===== src/hw/rtl/lpfr_pkg.sv =====
// ----------------------------------------------------------------------------
// lpfr_pkg
// shared constants and result codes of the length prefixed frame receiver
// ----------------------------------------------------------------------------
package lpfr_pkg;

    // default largest payload size of one frame
    localparam int LPFR_MAX_PAYLOAD = 6;

    // byte width of the stream
    localparam int LPFR_BYTE_W = 8;

    // result kinds
    localparam logic [1:0] KIND_BYTE     = 2'd0;
    localparam logic [1:0] KIND_CSUM_ERR = 2'd1;
    localparam logic [1:0] KIND_SKIP     = 2'd2;

    // checksum complements the byte sum against this value
    localparam logic [LPFR_BYTE_W-1:0] CSUM_BASE = 8'hFF;

endpackage


===== src/hw/rtl/lpfr_store.sv =====
// ----------------------------------------------------------------------------
// lpfr_store
// frame byte memory, one write port and one registered read port
// ----------------------------------------------------------------------------
module lpfr_store #(
    parameter int DEPTH = 8
) (
    input  logic                             aclk,
    input  logic                             wr_en,
    input  logic [$clog2(DEPTH)-1:0]         wr_addr,
    input  logic [lpfr_pkg::LPFR_BYTE_W-1:0] wr_data,
    input  logic                             rd_en,
    input  logic [$clog2(DEPTH)-1:0]         rd_addr,
    output logic [lpfr_pkg::LPFR_BYTE_W-1:0] rd_data
);
    import lpfr_pkg::*;

    logic [LPFR_BYTE_W-1:0] mem [DEPTH];
    logic [LPFR_BYTE_W-1:0] rd_data_reg;

    always_ff @(posedge aclk) begin
        if (wr_en) begin
            mem[wr_addr] <= wr_data;
        end
    end

    always_ff @(posedge aclk) begin
        if (rd_en) begin
            rd_data_reg <= mem[rd_addr];
        end
    end

    assign rd_data = rd_data_reg;

endmodule


===== src/hw/rtl/lpfr_ctrl.sv =====
// ----------------------------------------------------------------------------
// lpfr_ctrl
// header check, frame gathering with running sum, checksum test, skip and error
// results, and replay of a good frame from the frame memory into the result register
// ----------------------------------------------------------------------------
module lpfr_ctrl #(
    parameter int MAX_PAYLOAD = lpfr_pkg::LPFR_MAX_PAYLOAD
) (
    input  logic                                       aclk,
    input  logic                                       aresetn,
    input  logic                                       s_valid,
    output logic                                       s_ready,
    input  logic [lpfr_pkg::LPFR_BYTE_W-1:0]           s_rx_byte,
    output logic                                       m_valid,
    input  logic                                       m_ready,
    output logic [1:0]                                 m_kind,
    output logic [lpfr_pkg::LPFR_BYTE_W-1:0]           m_out_byte,
    output logic                                       m_last,
    output logic                                       mem_wr_en,
    output logic [$clog2(MAX_PAYLOAD+2)-1:0]           mem_wr_addr,
    output logic [lpfr_pkg::LPFR_BYTE_W-1:0]           mem_wr_data,
    output logic                                       mem_rd_en,
    output logic [$clog2(MAX_PAYLOAD+2)-1:0]           mem_rd_addr,
    input  logic [lpfr_pkg::LPFR_BYTE_W-1:0]           mem_rd_data
);
    import lpfr_pkg::*;

    localparam int Depth = MAX_PAYLOAD + 2;
    localparam int AddrW = $clog2(Depth);
    localparam int CntW  = $clog2(Depth + 1);

    typedef enum logic [0:0] {
        ST_RUN,
        ST_REPLAY
    } state_t;

    state_t                 state_reg,    state_next;
    logic [CntW-1:0]        cnt_reg,      cnt_next;
    logic [CntW-1:0]        len_reg,      len_next;
    logic [LPFR_BYTE_W-1:0] sum_reg,      sum_next;
    logic                   coll_reg,     coll_next;
    logic [CntW-1:0]        rd_idx_reg,   rd_idx_next;
    logic                   dv_reg,       dv_next;
    logic                   dv_last_reg,  dv_last_next;
    logic                   m_valid_reg,  m_valid_next;
    logic [1:0]             m_kind_reg,   m_kind_next;
    logic [LPFR_BYTE_W-1:0] m_byte_reg,   m_byte_next;
    logic                   m_last_reg,   m_last_next;

    logic out_free;
    logic acc;
    logic hdr_ok;
    logic is_pay;
    logic csum_ok;
    logic move;
    logic issue;

    assign out_free = !m_valid_reg || m_ready;
    assign s_ready  = (state_reg == ST_RUN) && out_free;
    assign acc      = s_valid && s_ready;
    assign hdr_ok   = (s_rx_byte != '0) && (s_rx_byte <= LPFR_BYTE_W'(MAX_PAYLOAD));
    assign is_pay   = coll_reg && ((cnt_reg + CntW'(1)) < len_reg);
    assign csum_ok  = (CSUM_BASE - sum_reg) == s_rx_byte;

    // every stored byte goes to the slot given by the byte count
    assign mem_wr_en   = acc && (coll_reg ? (is_pay || csum_ok) : hdr_ok);
    assign mem_wr_addr = cnt_reg[AddrW-1:0];
    assign mem_wr_data = s_rx_byte;

    // replay: memory data moves to the result register when it is free,
    // a new read is issued when the read data register will be free
    assign move        = (state_reg == ST_REPLAY) && dv_reg && out_free;
    assign issue       = (state_reg == ST_REPLAY) && (rd_idx_reg < len_reg) &&
                         (!dv_reg || move);
    assign mem_rd_en   = issue;
    assign mem_rd_addr = rd_idx_reg[AddrW-1:0];

    always_comb begin
        state_next   = state_reg;
        cnt_next     = cnt_reg;
        len_next     = len_reg;
        sum_next     = sum_reg;
        coll_next    = coll_reg;
        rd_idx_next  = rd_idx_reg;
        dv_next      = dv_reg;
        dv_last_next = dv_last_reg;
        m_valid_next = m_valid_reg;
        m_kind_next  = m_kind_reg;
        m_byte_next  = m_byte_reg;
        m_last_next  = m_last_reg;

        if (m_ready) begin
            m_valid_next = 1'b0;
        end

        if (acc) begin
            if (!coll_reg) begin
                if (hdr_ok) begin
                    cnt_next  = CntW'(1);
                    len_next  = s_rx_byte[CntW-1:0] + CntW'(2);
                    sum_next  = s_rx_byte;
                    coll_next = 1'b1;
                end else begin
                    m_valid_next = 1'b1;
                    m_kind_next  = KIND_SKIP;
                    m_byte_next  = s_rx_byte;
                    m_last_next  = 1'b1;
                end
            end else if (is_pay) begin
                cnt_next = cnt_reg + CntW'(1);
                sum_next = sum_reg + s_rx_byte;
            end else begin
                coll_next = 1'b0;
                cnt_next  = '0;
                if (csum_ok) begin
                    state_next  = ST_REPLAY;
                    rd_idx_next = '0;
                end else begin
                    m_valid_next = 1'b1;
                    m_kind_next  = KIND_CSUM_ERR;
                    m_byte_next  = s_rx_byte;
                    m_last_next  = 1'b1;
                end
            end
        end

        if (move) begin
            m_valid_next = 1'b1;
            m_kind_next  = KIND_BYTE;
            m_byte_next  = mem_rd_data;
            m_last_next  = dv_last_reg;
            dv_next      = 1'b0;
            if (dv_last_reg) begin
                state_next = ST_RUN;
            end
        end

        if (issue) begin
            dv_next      = 1'b1;
            dv_last_next = (rd_idx_reg + CntW'(1)) == len_reg;
            rd_idx_next  = rd_idx_reg + CntW'(1);
        end
    end

    always_ff @(posedge aclk) begin
        if (!aresetn) begin
            state_reg   <= ST_RUN;
            cnt_reg     <= '0;
            len_reg     <= '0;
            sum_reg     <= '0;
            coll_reg    <= 1'b0;
            rd_idx_reg  <= '0;
            dv_reg      <= 1'b0;
            dv_last_reg <= 1'b0;
            m_valid_reg <= 1'b0;
        end else begin
            state_reg   <= state_next;
            cnt_reg     <= cnt_next;
            len_reg     <= len_next;
            sum_reg     <= sum_next;
            coll_reg    <= coll_next;
            rd_idx_reg  <= rd_idx_next;
            dv_reg      <= dv_next;
            dv_last_reg <= dv_last_next;
            m_valid_reg <= m_valid_next;
        end
        m_kind_reg <= m_kind_next;
        m_byte_reg <= m_byte_next;
        m_last_reg <= m_last_next;
    end

    assign m_valid    = m_valid_reg;
    assign m_kind     = m_kind_reg;
    assign m_out_byte = m_byte_reg;
    assign m_last     = m_last_reg;

endmodule


===== src/hw/rtl/length_prefixed_frame_receiver.sv =====
// ----------------------------------------------------------------------------
// length_prefixed_frame_receiver
// byte stream deframer: size header, payload, checksum; good frames replayed
//
//   channel   direction  ports                              transfer
//   s_        in         s_rx_byte                          s_valid & s_ready
//   m_        out        m_kind, m_out_byte, m_last         m_valid & m_ready
//
// header and payload bytes are written to the frame memory as they are taken;
// a good checksum starts a replay of size+2 bytes through the memory read port
// and read data register, one per cycle unless stalled; no input is taken in replay
// skip and checksum error results leave from the result register directly
// reset is synchronous active low; the frame memory needs no clearing
// a stalled result port holds both the replay and the input side
// ----------------------------------------------------------------------------
module length_prefixed_frame_receiver #(
    parameter int MAX_PAYLOAD = lpfr_pkg::LPFR_MAX_PAYLOAD
) (
    input  logic                             aclk,
    input  logic                             aresetn,
    input  logic                             s_valid,
    output logic                             s_ready,
    input  logic [lpfr_pkg::LPFR_BYTE_W-1:0] s_rx_byte,
    output logic                             m_valid,
    input  logic                             m_ready,
    output logic [1:0]                       m_kind,
    output logic [lpfr_pkg::LPFR_BYTE_W-1:0] m_out_byte,
    output logic                             m_last
);
    import lpfr_pkg::*;

    localparam int Depth = MAX_PAYLOAD + 2;
    localparam int AddrW = $clog2(Depth);

    logic                   mem_wr_en;
    logic [AddrW-1:0]       mem_wr_addr;
    logic [LPFR_BYTE_W-1:0] mem_wr_data;
    logic                   mem_rd_en;
    logic [AddrW-1:0]       mem_rd_addr;
    logic [LPFR_BYTE_W-1:0] mem_rd_data;

    lpfr_ctrl #(
        .MAX_PAYLOAD (MAX_PAYLOAD)
    ) u_ctrl (
        .aclk        (aclk),
        .aresetn     (aresetn),
        .s_valid     (s_valid),
        .s_ready     (s_ready),
        .s_rx_byte   (s_rx_byte),
        .m_valid     (m_valid),
        .m_ready     (m_ready),
        .m_kind      (m_kind),
        .m_out_byte  (m_out_byte),
        .m_last      (m_last),
        .mem_wr_en   (mem_wr_en),
        .mem_wr_addr (mem_wr_addr),
        .mem_wr_data (mem_wr_data),
        .mem_rd_en   (mem_rd_en),
        .mem_rd_addr (mem_rd_addr),
        .mem_rd_data (mem_rd_data)
    );

    lpfr_store #(
        .DEPTH (Depth)
    ) u_store (
        .aclk    (aclk),
        .wr_en   (mem_wr_en),
        .wr_addr (mem_wr_addr),
        .wr_data (mem_wr_data),
        .rd_en   (mem_rd_en),
        .rd_addr (mem_rd_addr),
        .rd_data (mem_rd_data)
    );

endmodule


===== config.mk =====
export PLATFORM = sky130hd
export DESIGN_NAME = length_prefixed_frame_receiver
export DESIGN_NICKNAME = d
export VERILOG_FILES = /design/src/hw/rtl/lpfr_pkg.sv /design/src/hw/rtl/lpfr_store.sv /design/src/hw/rtl/lpfr_ctrl.sv /design/src/hw/rtl/length_prefixed_frame_receiver.sv
export SDC_FILE = /design/constraint.sdc
export NUM_CORES = 1
export LEC_CHECK = 0
export BUFFER_PORTS_ARGS = -buffer_cell sky130_fd_sc_hd__buf_2
export CAP_MARGIN = 20
export CORE_MARGIN = 4
export CORE_UTILIZATION = 30
export CTS_CLUSTER_DIAMETER = 100
export DETAILED_ROUTE_END_ITERATION = 6
export MAX_ROUTING_LAYER = met4
export PLACE_DENSITY_LB_ADDON = 0.08
export SLEW_MARGIN = 20
export SYNTH_ARGS = -nofsm -noshare
export SYNTH_HDL_FRONTEND = slang
export SYNTH_HIERARCHICAL = 1
export SYNTH_SLANG_ARGS = --single-unit

===== constraint.sdc =====
create_clock -name aclk -period 3.3 [get_ports aclk]
set_input_delay 0.66 -clock aclk [delete_from_list [all_inputs] [get_ports aclk]]
set_output_delay 0.66 -clock aclk [all_outputs]
set_load 0.02 [all_outputs]

==> results.json, run 1 <==
{
  "hold_path.class": "reg2reg",
  "antenna_found_initial": 0,
  "die-height_um": 140,
  "drc": 0,
  "yosys.area.top_type": "edfxtp_1",
  "gp_congestion": 0.763,
  "slowest_delay_ps": 500,
  "netlist_area_sq_um": 5220,
  "crit_top_cell": "ha_1",
  "crit_fanout": 10,
  "htreeDepth": 3,
  "diodes": 0,
  "finalSetupTns_ps": 0,
  "largest_register_ffs": 64,
  "fmax_ghz": 0.342,
  "fillers": 1697,
  "min_to": "u_ctrl/dv_last_reg",
  "cp.arrival_ps": 2920,
  "cap_violations": 0,
  "rows": 47,
  "yosysSeqAreaShare": 0.570,
  "fin_nets": 443,
  "grt_max_degree": 23,
  "die_width_um": 140,
  "layout-drive-gt1-share": 0.211,
  "hold_depth": 2,
  "synth_top_area_share": 0.466,
  "start_util": 0.310,
  "pin_count": 25,
  "leakage_nw": 2.01,
  "regMostFlops": "u_store/mem",
  "fin_ws_ps": 376,
  "clock_latency_ps": 350,
  "dp_slack_ps": 348,
  "slew_headroom": 0.362,
  "grt_usage": 0.140,
  "dr.pass1.iters": 4,
  "synth_edf_count": 81,
  "routed_via_density": 4.89,
  "status": "finished clean",
  "slew_viol_final": 0,
  "wl_per_cell_um": 20.1,
  "post_cts_buffers": 0,
  "clock_sinks": 108,
  "postCtsHoldBufs": 0,
  "ys.flop_type": "edfxtp_1",
  "clk_pin_slew_worst_paths_ps": 70,
  "finalNonFillerCells": 638,
  "clock_skew_ps": 5.06,
  "power_density_nw_per_um2": 481,
  "drt_iter0_markers": 164,
  "min_period_ps": 2920,
  "grt_pass1_wl_um": 19900,
  "vias": 3122,
  "cts_buffers": 9,
  "rr_worst_depth": 7,
  "synthCells": 389,
  "syn_avg_cell_area_sq_um": 13.4,
  "clockBufferDepth": 2,
  "final_cell_mix": "edfxtp_1 (81), nand2_1 (39), dfxtp_1 (27), buf_2 (24), nor2_1 (23)",
  "final_core_util": 0.349,
  "r2r-start": "u_ctrl/cnt_reg[0]",
  "clockRootBuffer": "clkbuf_16",
  "fin_crit_sh": 0.886,
  "ff_latch_area_sq_um": 2970,
  "finalSetupViolCount": 0,
  "dp_hpwl_um": 8870,
  "synth_area_leaders": "edfxtp_1 (47%), dfxtp_1 (10%), mux4_1 (7.6%), ha_1 (4.1%), nand2_1 (2.8%)",
  "r2r-end": "u_ctrl/m_out_byte[3]",
  "crit_path_end_kind": "flop",
  "finalPower_mw": 2.83,
  "worstSetupPathType": "reg2reg",
  "synth-seq-cells": 108,
  "final_common_cell": "edfxtp_1",
  "required_ps": 3300,
  "core_area_sq_um": 16800,
  "syn_to_final_growth_pct": 12.7,
  "min-delay-start": "u_ctrl/dv_last_reg",
  "rsz0062_at_grt": "false",
  "grt-ovfl-total": 0,
  "crit_slowest_cell": "dfxtp_1",
  "cts_tree": "yes",
  "dieArea_sq_um": 19600,
  "io_buffers": 24,
  "startpoint_type": "flop",
  "ant_nets": 0,
  "synth_nets": 419,
  "yosys_warnings": 6,
  "multiInputGateArea_sq_um": 2010,
  "async_flop_share": 0,
  "grt_pass1_vias": 3166,
  "final_hold_viol_count": 0,
  "wirelength_um": 12800,
  "ff2ff_setup_slack_ps": 380,
  "path_cells": "ha_1, ha_1, a21bo_1, a21oi_2, o21bai_1, a211oi_1, or2_1",
  "cts_resized": 0,
  "worst_pin_slew_ps": 956,
  "placed_cells": 622,
  "yosysUniqueCellTypes": 68,
  "ir_drop_uv": 243
}
## how the worst max path moves through the flow
| stage | start | endpoint | slack, ps | depth (start not counted) |
|---|---|---|---|---|
| detailed placement | u_ctrl/cnt_reg[0] | u_ctrl/m_out_byte[0] | 350 | 7 |
| CTS | u_ctrl/cnt_reg[0] | u_ctrl/m_out_byte[1] | 330 | 7 |
| global placement | s_rx_byte[5] | u_store/mem[0][0] | 380 | 9 |
| finish | u_ctrl/cnt_reg[0] | u_ctrl/m_out_byte[3] | 380 | 7 |
| floorplan | s_rx_byte[5] | u_store/mem[0][0] | 510 | 7 |
| global route | u_ctrl/cnt_reg[0] | u_ctrl/m_out_byte[1] | 160 | 7 |
## stage by stage
| stage | hold WS (ps) | cell area, sq um |
|---|---|---|
| 2_1_floorplan | 442 | 5220 |
| 3_3_place_gp | 468 | 5550 |
| 3_5_place_dp | 475 | 5550 |
| 4_1_cts | 486 | 5880 |
| 5_1_grt | 507 | 5880 |
| 6_report | 489 | 5880 |
## critical path, delay by kind of cell (launching register included)
family	cells	cell delay, ps
AND/OR/NAND/NOR	1	440
AO/OA/AOI/OAI	4	1050
flip-flops	1	500
adder cells (fa/ha/maj)	2	590
## synthesized netlist by cell type (4+ instances only)
library cell   n
clkbuf_1       9
mux4_1        15
ha_1          17
o21a_1         4
edfxtp_1      81
a21oi_1       21
nand2b_1       7
mux2_2         8
dfxtp_1       27
inv_1         11
a211oi_2       6
nor2_1        23
nor3_1         8
xnor2_1        6
nand3_1       10
buf_4         14
mux2i_1        5
nand2_1       39
o21ai_0        4
xor2_1         4
a211oi_1       8
## cell type report
class | instances | share of cell area
sequential | 108 | 0.506
multi-input combinational | 241 | 0.343
tap | 220 | 0.0468
timing repair buffer | 40 | 0.0409
clock buffer | 9 | 0.0383
clock inverter | 7 | 0.0170
inverter | 13 | 0.00830
## cells by family after synthesis
family                     after synthesis  share of synthesized area
DFF                                    108                      0.570
adders and majority gates               18                     0.0446
xor gates and xnor gates                10                     0.0168
muxes                                   29                      0.107
buffers and inverters                   40                     0.0437
and+or+nand+nor                        111                      0.113
AOI/OAI and AO/OA                       73                      0.105
## layer usage
| layer | track usage | vias up | wire length (um) |
|---|---|---|---|
| met3 | 0.0350 | 8 | 485 |
| li1 | - | 1518 | - |
| met5 | - | - | 0 |
| met4 | 0.0275 | 0 | 106 |
| met2 | 0.207 | 53 | 5960 |
| met1 | 0.198 | 1543 | 6280 |
## power by group
| group | switching (mW) | internal, mW | total [mW] |
|---|---|---|---|
| Sequential | 0.0134 | 1.47 | 1.48 |
| Clock | 0.499 | 0.671 | 1.17 |
| Combinational | 0.117 | 0.0546 | 0.172 |
| Total | 0.630 | 2.20 | 2.83 |
Power figures use the tool's default switching activity.
==> inputs of run 2 (changes only) <==
--- a/config.mk
+++ b/config.mk
@@ -16,5 +16,4 @@
 export SLEW_MARGIN = 20
 export SYNTH_ARGS = -nofsm -noshare
 export SYNTH_HDL_FRONTEND = slang
-export SYNTH_HIERARCHICAL = 1
 export SYNTH_SLANG_ARGS = --single-unit
==> results.json, run 2 <==
{
  "status": "finished clean",
  "finalNonFillerCells": 617,
  "clock_sinks": 108,
  "dp_slack_ps": 414,
  "die_width_um": 137,
  "grt_max_degree": 24,
  "fmax_ghz": 0.362,
  "cap_violations": 0,
  "synth_top_area_share": 0.485,
  "clock_latency_ps": 360,
  "pin_count": 25,
  "cts_resized": 0,
  "yosysSeqAreaShare": 0.593,
  "clock_skew_ps": 15.3,
  "synth-seq-cells": 108,
  "regMostFlops": "u_store.mem",
  "drc": 0,
  "gp_congestion": 0.757,
  "ir_drop_uv": 236,
  "rsz0062_at_grt": "false",
  "netlist_area_sq_um": 5010,
  "synth_nets": 384,
  "rows": 46,
  "leakage_nw": 1.95,
  "synthCells": 354,
  "synth_edf_count": 81,
  "finalSetupViolCount": 0,
  "vias": 3115,
  "final_hold_viol_count": 0,
  "cts_tree": "yes",
  "yosysUniqueCellTypes": 54,
  "ff_latch_area_sq_um": 2970,
  "post_cts_buffers": 0,
  "place_area_sq_um": 5500,
  "drt_iter0_markers": 235,
  "worstSetupPathType": "reg2reg",
  "finalSetupTns_ps": 0,
  "dr.pass1.iters": 5,
  "antenna_found_initial": 0,
  "crit_path_end_kind": "flop",
  "crit_fanout": 12,
  "start_util": 0.311,
  "wirelength_um": 12300,
  "ant_nets": 0,
  "cts_buffers": 9,
  "finalPower_mw": 2.69,
  "slew_viol_final": 0,
  "clockBufferDepth": 2,
  "layout-drive-gt1-share": 0.267,
  "htreeDepth": 3,
  "syn_avg_cell_area_sq_um": 14.2,
  "postCtsHoldBufs": 0,
  "largest_register_ffs": 64,
  "worst_pin_slew_ps": 866,
  "yosys.area.top_type": "edfxtp_1",
  "clk_pin_slew_worst_paths_ps": 70,
  "fin_nets": 426,
  "placed_cells": 601,
  "final_core_util": 0.360,
  "grt_usage": 0.145,
  "ys.flop_type": "edfxtp_1",
  "final_cell_mix": "edfxtp_1 (81), dfxtp_1 (27), buf_2 (24), buf_4 (22), a21oi_1 (21)",
  "yosys_warnings": 0,
  "slew_headroom": 0.422,
  "fin_crit_sh": 0.838,
  "die-height_um": 137,
  "min_period_ps": 2770,
  "dieArea_sq_um": 18800,
  "grt_pass1_wl_um": 19400,
  "startpoint_type": "flop",
  "power_density_nw_per_um2": 464,
  "synth_area_leaders": "edfxtp_1 (49%), dfxtp_1 (11%), mux4_2 (7.2%), ha_1 (4.2%), mux2_2 (3.6%)",
  "diodes": 0,
  "clockRootBuffer": "clkbuf_16",
  "dp_hpwl_um": 8720,
  "async_flop_share": 0,
  "grt-ovfl-total": 0,
  "ys_top_cells_by_count": "edfxtp_1 (81), dfxtp_1 (27), a21oi_1 (21)",
  "core_area_sq_um": 16100,
  "routed_via_density": 5.05,
  "hold_path.class": "reg2reg",
  "syn_to_final_growth_pct": 15.7,
  "io_buffers": 24,
  "cp.arrival_ps": 2820,
  "fillers": 1578,
  "design_area_sq_um": 5800,
  "final_common_cell": "edfxtp_1",
  "whs_ps": 470,
  "grt_pass1_vias": 3254,
  "yosysMostFrequentCell": "edfxtp_1",
  "multiInputGateArea_sq_um": 1930,
  "fin_ws_ps": 534,
  "required_ps": 3360,
  "wl_per_cell_um": 20.0
}
run 2: cell types whose count changed after synthesis, sizes merged, moves of 3 or more:
| cell | delta |
|---|---|
| nand2 | -31 |
| buf | -11 |
| o311ai | +3 |
| nand4 | +10 |
| o21bai | -3 |
| nor2 | -7 |
| mux2 | +9 |
| a211oi | -4 |
run 2: cell type report:
type,count,area share
sequential,108,0.513
multi-input combinational,219,0.333
timing repair buffer,46,0.0492
tap,216,0.0466
clock buffer,9,0.0388
clock inverter,7,0.0125
inverter,12,0.00777
run 2: logic make-up (layout without fill, tap and decap cells):
| group | Yosys count | in the layout | share of synthesized area |
|---|---|---|---|
| buf+inv | 27 | 74 | 0.0230 |
| simple gates | 83 | 83 | 0.0951 |
| xor+xnor | 11 | 11 | 0.0220 |
| flops | 108 | 108 | 0.593 |
| compound gates | 68 | 68 | 0.0976 |
| fa+ha+maj | 18 | 18 | 0.0464 |
| mux | 39 | 39 | 0.123 |
run 2: path summary, 6_finish.rpt:
check | slack (ps) | end | depth (start not counted) | startpoint
setup reg to reg | 530 | u_store.mem[0][3] | 9 | u_ctrl.cnt_reg[2]
hold / removal | 470 | u_ctrl.cnt_reg[3] | 2 | u_ctrl.cnt_reg[3]
setup / recovery | 530 | u_store.mem[0][3] | 9 | u_ctrl.cnt_reg[2]
hold reg to reg | 470 | u_ctrl.cnt_reg[3] | 2 | u_ctrl.cnt_reg[3]
run 2: worst max-delay path: stages (launching register included):
cell and delay, ps:
dfxtp_1 520, nand3_1 150, xnor2_1 160, ha_1 220, or2_2 320, o32ai_2 240
mux2_4 310, o211ai_1 170, nor3_1 190, buf_4 210
run 2: per-layer routing:
layer	part of all wire	wire length, um	global-route usage
met1	0.46	5730	0.195
met3	0.039	482	0.0296
met2	0.48	5970	0.226
met5	0	0	-
met4	0.013	165	0.0360
run 2: power breakdown:
group,switching (mW),internal [mW]
clock network,0.539,0.538
registers,0.00560,1.47
logic,0.0964,0.0450
